## src/design/dtva_pkg.sv

```systemverilog
`default_nettype none
// ----------------------------------------------------------------------------
// dtva_pkg
// Shared types and constants of the decimal token validate/average block.
// ----------------------------------------------------------------------------
package dtva_pkg;

  localparam int unsigned LIMIT_W = 17;
  localparam int unsigned MAG_W   = 17;
  localparam int unsigned VAL_W   = 18;
  localparam int unsigned CNT_W   = 16;
  localparam int unsigned SUM_W   = 34;
  localparam int unsigned NUM_W   = SUM_W + 1;
  localparam int unsigned QUO_W   = 17;
  localparam int unsigned STEP_W  = 5;
  localparam int unsigned OUT_W   = 56;
  localparam int unsigned GROW_W  = 21;

  localparam logic [7:0] CH_ZERO  = 8'h30;
  localparam logic [7:0] CH_NINE  = 8'h39;
  localparam logic [7:0] CH_MINUS = 8'h2D;
  localparam logic [7:0] CH_POINT = 8'h2E;

  localparam logic [GROW_W-1:0]  MAG_MAX   = GROW_W'(131071);
  localparam logic [LIMIT_W-1:0] LIMIT_RST = LIMIT_W'(100000);
  // min(MAX_COUNT, 65535) with MAX_COUNT = 65535
  localparam logic [CNT_W-1:0]   CNT_CAP   = CNT_W'(65535);
  localparam logic [STEP_W-1:0]  DIV_LAST  = STEP_W'(QUO_W - 1);

  localparam logic KIND_VERDICT = 1'b0;
  localparam logic KIND_REPORT  = 1'b1;

  typedef struct packed {
    logic char_en;
    logic tok_end;
    logic rpt_start;
    logic div_en;
    logic rpt_finish;
  } cmd_t;

  typedef struct packed {
    logic div_last;
  } sts_t;

endpackage

`default_nettype wire

```

## src/design/dtva_ctrl.sv

```systemverilog
`default_nettype none
// ----------------------------------------------------------------------------
// dtva_ctrl
// Handshake control, report sequencing and output valid.
// ----------------------------------------------------------------------------
module dtva_ctrl (
  input  wire logic          clk,
  input  wire logic          rst_n,
  input  wire logic          in_tvalid,
  input  wire logic          in_func,
  input  wire logic          in_last,
  output logic               in_tready,
  output logic               out_tvalid,
  input  wire logic          out_tready,
  output dtva_pkg::cmd_t     cmd,
  input  wire dtva_pkg::sts_t sts
);

  localparam logic [1:0] ST_RUN = 2'd0;
  localparam logic [1:0] ST_DIV = 2'd1;
  localparam logic [1:0] ST_FIN = 2'd2;

  logic [1:0] state_r, state_nxt;
  logic       out_valid_r, out_valid_nxt;
  logic       slot_free;
  logic       acc;

  assign slot_free  = !out_valid_r || out_tready;
  assign out_tvalid = out_valid_r;
  assign acc        = in_tvalid && in_tready;

  always_comb begin
    state_nxt = state_r;
    in_tready = 1'b0;
    cmd       = '0;
    unique case (state_r)
      ST_RUN: begin
        in_tready     = in_func || !in_last || slot_free;
        cmd.char_en   = acc && !in_func;
        cmd.tok_end   = acc && !in_func && in_last;
        cmd.rpt_start = acc && in_func;
        if (acc && in_func) begin
          state_nxt = ST_DIV;
        end
      end
      ST_DIV: begin
        cmd.div_en = 1'b1;
        if (sts.div_last) begin
          state_nxt = ST_FIN;
        end
      end
      ST_FIN: begin
        if (slot_free) begin
          cmd.rpt_finish = 1'b1;
          state_nxt      = ST_RUN;
        end
      end
      default: begin
        state_nxt = ST_RUN;
      end
    endcase
  end

  always_comb begin
    if (cmd.tok_end || cmd.rpt_finish) begin
      out_valid_nxt = 1'b1;
    end else if (out_tready) begin
      out_valid_nxt = 1'b0;
    end else begin
      out_valid_nxt = out_valid_r;
    end
  end

  always_ff @(posedge clk) begin
    if (!rst_n) begin
      state_r     <= ST_RUN;
      out_valid_r <= 1'b0;
    end else begin
      state_r     <= state_nxt;
      out_valid_r <= out_valid_nxt;
    end
  end

`ifndef ASSERT_OFF
  a_verdict_shown: assert property (@(posedge clk) disable iff (!rst_n)
    cmd.tok_end |=> out_tvalid)
    else $error("verdict not presented");
  a_report_blocks: assert property (@(posedge clk) disable iff (!rst_n)
    cmd.rpt_start |=> (state_r == ST_DIV) && !in_tready)
    else $error("input taken during division");
  a_div_to_fin: assert property (@(posedge clk) disable iff (!rst_n)
    (state_r == ST_DIV) && sts.div_last |=> (state_r == ST_FIN))
    else $error("division did not finish");
  a_one_load: assert property (@(posedge clk) disable iff (!rst_n)
    $onehot0({cmd.tok_end, cmd.rpt_finish, cmd.rpt_start}))
    else $error("conflicting output loads");
`endif

endmodule

`default_nettype wire

```

## src/design/dtva_dp.sv

```systemverilog
`default_nettype none
// ----------------------------------------------------------------------------
// dtva_dp
// Token parser, accumulator, restoring divider and output register.
// ----------------------------------------------------------------------------
module dtva_dp (
  input  wire logic                             clk,
  input  wire logic                             rst_n,
  input  wire logic                             cfg_wr_en,
  input  wire logic [dtva_pkg::LIMIT_W-1:0]     cfg_wr_data,
  input  wire logic [7:0]                       ch,
  input  wire dtva_pkg::cmd_t                   cmd,
  output dtva_pkg::sts_t                        sts,
  output logic                                  out_kind,
  output logic [dtva_pkg::OUT_W-1:0]            out_data
);

  logic [dtva_pkg::LIMIT_W-1:0] limit_r;

  logic                         at_start_r, neg_r, point_r, digit_r, bad_r;
  logic [1:0]                   frac_r;
  logic [dtva_pkg::MAG_W-1:0]   mag_r;
  logic                         neg_nxt, point_nxt, digit_nxt, bad_nxt;
  logic [1:0]                   frac_nxt;
  logic [dtva_pkg::MAG_W-1:0]   mag_nxt;

  logic [dtva_pkg::SUM_W-1:0]   sum_r;
  logic [dtva_pkg::CNT_W-1:0]   cnt_r;

  logic                         is_digit;
  logic [3:0]                   dig;
  logic [dtva_pkg::GROW_W-1:0]  grow;
  logic                         ok;
  logic [dtva_pkg::VAL_W-1:0]   val;
  logic                         do_acc;
  logic [dtva_pkg::CNT_W-1:0]   cnt_nxt;

  logic [dtva_pkg::SUM_W-1:0]   sum_abs;
  logic [dtva_pkg::NUM_W-1:0]   num;
  logic [dtva_pkg::QUO_W-1:0]   rem_r, quo_r, dvs_r;
  logic                         rneg_r;
  logic [dtva_pkg::STEP_W-1:0]  step_r;
  logic [dtva_pkg::QUO_W:0]     trial;
  logic                         qbit;

  logic                         o_kind_r, o_legal_r, o_def_r;
  logic [dtva_pkg::VAL_W-1:0]   o_value_r, o_avg_r;
  logic [dtva_pkg::CNT_W-1:0]   o_count_r;

  // character step
  assign is_digit = (ch >= dtva_pkg::CH_ZERO) && (ch <= dtva_pkg::CH_NINE);
  assign dig      = 4'(ch - dtva_pkg::CH_ZERO);

  always_comb begin
    neg_nxt   = neg_r;
    point_nxt = point_r;
    digit_nxt = digit_r;
    bad_nxt   = bad_r;
    frac_nxt  = frac_r;
    mag_nxt   = mag_r;
    grow      = '0;
    priority if (ch == dtva_pkg::CH_MINUS && at_start_r) begin
      neg_nxt = 1'b1;
    end else if (ch == dtva_pkg::CH_POINT && !point_r) begin
      point_nxt = 1'b1;
    end else if (is_digit) begin
      digit_nxt = 1'b1;
      if (point_r && frac_r >= 2'd2) begin
        bad_nxt = 1'b1;
      end else begin
        if (point_r) begin
          frac_nxt = frac_r + 2'd1;
          grow = dtva_pkg::GROW_W'(mag_r) + ((frac_r == 2'd0) ?
                 dtva_pkg::GROW_W'(dig) * dtva_pkg::GROW_W'(10) :
                 dtva_pkg::GROW_W'(dig));
        end else begin
          grow = dtva_pkg::GROW_W'(mag_r) * dtva_pkg::GROW_W'(10) +
                 dtva_pkg::GROW_W'(dig) * dtva_pkg::GROW_W'(100);
        end
        if (grow > dtva_pkg::MAG_MAX) begin
          bad_nxt = 1'b1;
        end else begin
          mag_nxt = grow[dtva_pkg::MAG_W-1:0];
        end
      end
    end else begin
      bad_nxt = 1'b1;
    end
  end

  // verdict
  assign ok      = !bad_nxt && digit_nxt && (mag_nxt <= limit_r);
  assign val     = neg_nxt ? -{1'b0, mag_nxt} : {1'b0, mag_nxt};
  assign do_acc  = cmd.tok_end && ok && (cnt_r < dtva_pkg::CNT_CAP);
  assign cnt_nxt = do_acc ? cnt_r + 1'b1 : cnt_r;

  // report division: q = (2|sum| + n) / (2n), q < 2^17
  assign sum_abs = sum_r[dtva_pkg::SUM_W-1] ? -sum_r : sum_r;
  assign num     = {sum_abs, 1'b0} + dtva_pkg::NUM_W'(cnt_r);
  assign trial   = {rem_r, quo_r[dtva_pkg::QUO_W-1]};
  assign qbit    = trial >= {1'b0, dvs_r};
  assign sts.div_last = (step_r == dtva_pkg::DIV_LAST);

  always_ff @(posedge clk) begin
    if (!rst_n) begin
      limit_r    <= dtva_pkg::LIMIT_RST;
      at_start_r <= 1'b1;
      neg_r      <= 1'b0;
      point_r    <= 1'b0;
      digit_r    <= 1'b0;
      bad_r      <= 1'b0;
      frac_r     <= '0;
      mag_r      <= '0;
      sum_r      <= '0;
      cnt_r      <= '0;
    end else begin
      if (cfg_wr_en) begin
        limit_r <= cfg_wr_data;
      end
      if (cmd.tok_end) begin
        at_start_r <= 1'b1;
        neg_r      <= 1'b0;
        point_r    <= 1'b0;
        digit_r    <= 1'b0;
        bad_r      <= 1'b0;
        frac_r     <= '0;
        mag_r      <= '0;
      end else if (cmd.char_en) begin
        at_start_r <= 1'b0;
        neg_r      <= neg_nxt;
        point_r    <= point_nxt;
        digit_r    <= digit_nxt;
        bad_r      <= bad_nxt;
        frac_r     <= frac_nxt;
        mag_r      <= mag_nxt;
      end
      if (do_acc) begin
        sum_r <= sum_r + {{(dtva_pkg::SUM_W - dtva_pkg::VAL_W){val[dtva_pkg::VAL_W-1]}}, val};
      end
      cnt_r <= cnt_nxt;
    end
  end

  always_ff @(posedge clk) begin
    if (cmd.rpt_start) begin
      rem_r  <= num[dtva_pkg::NUM_W-2:dtva_pkg::QUO_W];
      quo_r  <= num[dtva_pkg::QUO_W-1:0];
      dvs_r  <= {cnt_r, 1'b0};
      rneg_r <= sum_r[dtva_pkg::SUM_W-1];
      step_r <= '0;
    end else if (cmd.div_en) begin
      rem_r  <= qbit ? dtva_pkg::QUO_W'(trial - {1'b0, dvs_r}) :
                       trial[dtva_pkg::QUO_W-1:0];
      quo_r  <= {quo_r[dtva_pkg::QUO_W-2:0], qbit};
      step_r <= step_r + 1'b1;
    end
  end

  always_ff @(posedge clk) begin
    if (cmd.tok_end) begin
      o_kind_r  <= dtva_pkg::KIND_VERDICT;
      o_legal_r <= ok;
      o_value_r <= ok ? val : '0;
      o_count_r <= cnt_nxt;
      o_avg_r   <= '0;
      o_def_r   <= 1'b0;
    end else if (cmd.rpt_finish) begin
      o_kind_r  <= dtva_pkg::KIND_REPORT;
      o_legal_r <= 1'b0;
      o_value_r <= '0;
      o_count_r <= cnt_r;
      if (cnt_r == '0) begin
        o_avg_r <= '0;
        o_def_r <= 1'b0;
      end else begin
        o_avg_r <= rneg_r ? -{1'b0, quo_r} : {1'b0, quo_r};
        o_def_r <= 1'b1;
      end
    end
  end

  assign out_kind = o_kind_r;
  assign out_data = {2'b00, o_def_r, o_avg_r, o_count_r, o_value_r, o_legal_r};

endmodule

`default_nettype wire

```

## src/design/decimal_token_validate_average_core.sv

```systemverilog
`default_nettype none
// ----------------------------------------------------------------------------
// decimal_token_validate_average_core
// Decimal token checker with running average of the legal values.
// ----------------------------------------------------------------------------
// Input stream: one transaction per token character (in_tuser = 0, char in
// in_tdata[7:0], in_tlast on the last character) or a report request
// (in_tuser = 1). Output stream: out_tuser = 0 for a token verdict, 1 for a
// report with the legal count and the rounded average in hundredths.
// Characters are taken one per cycle, but a token-ending character waits for
// a free output register. A verdict appears on the output in the cycle after
// the token's last character is accepted. A report runs a restoring divider
// at one quotient bit per cycle to form the 17-bit quotient, then waits for
// a free output register to present it; no input is taken in that time.
// cfg_wr_en/cfg_wr_data set the magnitude limit; write only when idle.
// Reset (rst_n low, synchronous) clears the sum, count and partial token and
// sets the limit to 100000 (1000.00).
// If out_tready is held low the output register holds its transaction; plain
// characters are still accepted, while a token-ending character or a finished
// report waits until the output register is free.
// ----------------------------------------------------------------------------
module decimal_token_validate_average_core (
  input  wire logic        clk,
  input  wire logic        rst_n,
  input  wire logic        cfg_wr_en,
  input  wire logic [16:0] cfg_wr_data,  // abs_limit_hundredths
  input  wire logic        in_tvalid,
  output logic             in_tready,
  input  wire logic [7:0]  in_tdata,     // [7:0] ch
  input  wire logic        in_tuser,     // [0] func
  input  wire logic        in_tlast,     // token_end
  output logic             out_tvalid,
  input  wire logic        out_tready,
  output logic [55:0]      out_tdata,    // [0] legal, [18:1] value_hundredths,
                                         // [34:19] legal_count,
                                         // [52:35] average_hundredths,
                                         // [53] average_defined, [55:54] zero
  output logic             out_tuser     // [0] kind
);

  dtva_pkg::cmd_t cmd;
  dtva_pkg::sts_t sts;

  dtva_ctrl u_ctrl (
    .clk        (clk),
    .rst_n      (rst_n),
    .in_tvalid  (in_tvalid),
    .in_func    (in_tuser),
    .in_last    (in_tlast),
    .in_tready  (in_tready),
    .out_tvalid (out_tvalid),
    .out_tready (out_tready),
    .cmd        (cmd),
    .sts        (sts)
  );

  dtva_dp u_dp (
    .clk         (clk),
    .rst_n       (rst_n),
    .cfg_wr_en   (cfg_wr_en),
    .cfg_wr_data (cfg_wr_data),
    .ch          (in_tdata),
    .cmd         (cmd),
    .sts         (sts),
    .out_kind    (out_tuser),
    .out_data    (out_tdata)
  );

endmodule

`default_nettype wire
```

## config.mk

```make
export PLATFORM = sky130hd
export DESIGN_NAME = decimal_token_validate_average_core
export DESIGN_NICKNAME = d
export VERILOG_FILES = /design/src/design/dtva_pkg.sv /design/src/design/dtva_ctrl.sv /design/src/design/dtva_dp.sv /design/src/design/decimal_token_validate_average_core.sv
export SDC_FILE = /design/constraint.sdc
export NUM_CORES = 1
export LEC_CHECK = 0
export BUFFER_PORTS_ARGS = -buffer_cell sky130_fd_sc_hd__buf_2
export CAP_MARGIN = 5
export CORE_MARGIN = 2
export CORE_UTILIZATION = 55
export DETAILED_ROUTE_END_ITERATION = 10
export PLACE_DENSITY = 0.76
export REMOVE_ABC_BUFFERS = 1
export SLEW_MARGIN = 30
export SYNTH_ARGS = -nofsm -noshare
export SYNTH_HDL_FRONTEND = slang
export SYNTH_SLANG_ARGS = --single-unit
```

## constraint.sdc

```tcl
create_clock -name clk -period 9.1 [get_ports clk]
set_input_delay 1.82 -clock clk [delete_from_list [all_inputs] [get_ports clk]]
set_output_delay 1.82 -clock clk [all_outputs]
set_load 0.005 [all_outputs]
```

==> results_dict.tcl <==
set metrics [dict create \
    async_reset_ff_share_pct 0 \
    critical_path.top_delay_family "compound AO/OA/AOI/OAI gates" \
    yosysSeqAreaShare_pct 31.7 \
    yosysMostFrequentCell "nand2_1" \
    diodes 0 \
    p_per_area_nw_per_um2 142 \
    cts_root_buffer "clkbuf_16" \
    cp_common_cell "ha_1" \
    synth_fa_ha_area_share_pct 12.1 \
    end_kind "flop" \
    start_kind "primary input" \
    cap_violations 0 \
    via_count 13748 \
    synth-compound-area-share_pct 19.0 \
    synth_ff_type "dfxtp_1" \
    avgSynthCellArea_um2 8.39 \
    synth_xor_area_share_pct 8.60 \
    place_congestion 0.914 \
    clkPwrFrac_pct 38.3 \
    synth_top_family_by_area "simple AND/OR/NAND/NOR gates" \
    syn_inst 1869 \
    synthTopCellsByCount "nand2_1, nor2_1, ha_1" \
    drc 0 \
    synth_area_leaders "edfxtp_1, dfxtp_1, ha_1" \
    status "completed" \
    cts_max_level 1 \
    cp_slowest_stage_delay_ps 490 \
    nets 2126 \
    place_ws_ps -38.8 \
    path_max_fanout 7 \
    syn_to_final_growth_pct 10.9 \
    synth.mux.area_fraction_pct 2.68 \
    synth_warnings 0 \
    p_leak_nw 7.41 \
    period_minus_slack_ps 8650 \
    drt_iter0_markers 961 \
    synth-simple-area-share_pct 21.2 \
    max-vdd-ir-drop_v 0.0000895 \
    first_pass_iters 5 \
    crit-reg2reg-launch "u_dp.mag_r[2]$_SDFFE_PP0P_" \
    core_area_um2 27900 \
    hold_buffers 0 \
    avgViaCountPerCell 5.87 \
    synth.largest_area_cell "edfxtp_1" \
    cts.sinks 205 \
    crit_slowest_cell "fa_1" \
    hold_start "u_dp.o_def_r$_SDFFE_PP0P_" \
    grt_max_degree 52 \
    insertion_delay_ps 510 \
    slew_headroom_pct 31.0 \
    timing.fmax_mhz 116 \
    synth_cell_types 97 \
    ys_ff_latch 205 \
    worstPathArrival_ps 9080 \
    holdCritPathClass "reg2reg" \
    synth_top_area_share_pct 16.5 \
    cts_buffers 23 \
    antenna_found_initial 0 \
    post-route-util_pct 62.3 \
    hpwl_um 30600 \
    grt-ovfl-total 0 \
    fin_skew_ps 17.2 \
    cts.repair.resized 0 \
    final_area_um2 17400 \
    grt_usage_pct 26.0 \
    seq_power_share_pct 42.7 \
    synth_area_um2 15700 \
    post_cts_buffers 0 \
    placedInstanceArea_um2 16600 \
    post-route-period-util_pct 95.1 \
    rsz0062_at_grt "no" \
    synth_edf_count 86 \
    cp_num_buf_inv 3 \
    slew_violations 0 \
    start_util_pct 56.1 \
    grt_pass1_wl_um 64900 \
    p_int_mw 1.78 \
    die_h_um 173 \
    die_w_um 173 \
    clk_transition_reported_paths_ps 60 \
    setup_viol 0 \
    p_sw_share_pct 27.8 \
    ant_nets 0 \
    power_mw 2.47 \
    p_sw_mw 0.687 \
    routed_wirelength_um 39900 \
    worst_slack_ps 449 \
    critPathLaunch "in_tdata[0]" \
    port_buffers 88 \
    num_io_pins 91 \
    required_ps 9530 \
    combPwrFrac_pct 19.0 \
    tightest_slew_ps 1030 \
    wl_per_cell_um 17.0 \
    path_class "in2reg" \
    fill_cells 2431 \
    grt_pass1_vias 13133 \
    hold_violations 0 \
    row_count 61 \
    drive_gt1_share_pct 11.9 \
    cts_tree "yes" \
    die_area_um2 29900 \
    clockBufferDepth 3 \
]
-- worst paths after layout --
path	end	slack, ps	cells past startpoint
worst min-delay path	u_dp.o_def_r$_SDFFE_PP0P_	440	2
worst min register to register	u_dp.o_def_r$_SDFFE_PP0P_	440	2
worst max-delay path	u_dp.sum_r[30]$_SDFFE_PN0P_	450	35
worst max register to register	u_dp.sum_r[30]$_SDFFE_PN0P_	1120	38
-- layout by cell type, fill, tap and decap left out, drive strengths merged, types with 44 or more instances in the layout --
master | synthesis | layout
o21ai | 123 | 123
dfxtp | 119 | 119
and2 | 44 | 44
nand2 | 205 | 205
nor2 | 183 | 183
a21oi | 130 | 130
buf | 18 | 129
xor2 | 65 | 65
inv | 109 | 110
edfxtp | 86 | 86
xnor2 | 89 | 89
ha | 139 | 139
-- metrics by stage --
| stage | setup TNS, ps | hold slack, ps | std cells |
|---|---|---|---|
| 2_1_floorplan | -4650 | 431 | 1793 |
| 3_3_place_gp | 0 | 426 | 2300 |
| 3_5_place_dp | -104 | 432 | 2300 |
| 4_1_cts | 0 | 441 | 2341 |
| 5_1_grt | 0 | 479 | 2341 |
| 6_report | 0 | 436 | 2341 |
-- power by group through the flow --
| stage | Clock [mW] | Combinational (mW) | Sequential [mW] |
|---|---|---|---|
| 3_5_place_dp | 0 | 0.461 | 1.07 |
| 6_report | 0.946 | 0.469 | 1.05 |
| 5_1_grt | 0.996 | 0.525 | 1.06 |
| 2_1_floorplan | 0 | 0.335 | 1.06 |
| 3_3_place_gp | 0 | 0.445 | 1.07 |
| 4_1_cts | 0.958 | 0.466 | 1.05 |
-- layer usage --
| metal | global-route usage, % | wire length, µm | part of all wire, % |
|---|---|---|---|
| met5 | 0 | 0 | 0 |
| met1 | 31.6 | 16700 | 42 |
| met4 | 14.7 | 2390 | 6.0 |
| met2 | 44.8 | 19000 | 48 |
| met3 | 2.84 | 1800 | 4.5 |
-- flip-flops by register name (all words and copies together), names as in the netlist, 2 cells and up --
name and count:
u_dp.sum_r 34, u_dp.o_avg_r 18, u_dp.o_value_r 18, u_dp.limit_r 17, u_dp.mag_r 17, u_dp.quo_r 17, u_dp.rem_r 17, u_dp.cnt_r 16
u_dp.dvs_r 16, u_dp.o_count_r 16, u_dp.step_r 5, u_ctrl.state_r 2, u_dp.frac_r 2
-- tightest hold or removal path: stages (launching register included) --
cell and delay [ps]:
dfxtp_1 300, nand2_1 50, nand2_1 40
-- area by class of cell --
class / instances / area (µm²) / area share [%]
timing repair buffer: 129 / 748 / 4.30
tap: 378 / 473 / 2.72
inverter: 109 / 409 / 2.35
clock inverter: 8 / 93.8 / 0.539
sequential: 205 / 4960 / 28.5
clock buffer: 33 / 674 / 3.88
multi-input combinational: 1479 / 10000 / 57.7
-- kinds of logic (layout without fill, tap and decap cells) --
kind of cell,after synthesis,in the layout
multiplexers,41,41
AO/OA/AOI/OAI,460,460
XOR/XNOR,154,154
other,1,2
buffers and inverters,186,279
flip-flops,205,205
adder cells (fa/ha/maj),147,147
AND/OR/NAND/NOR,675,675
No activity file was read; power rests on OpenSTA's default activity.
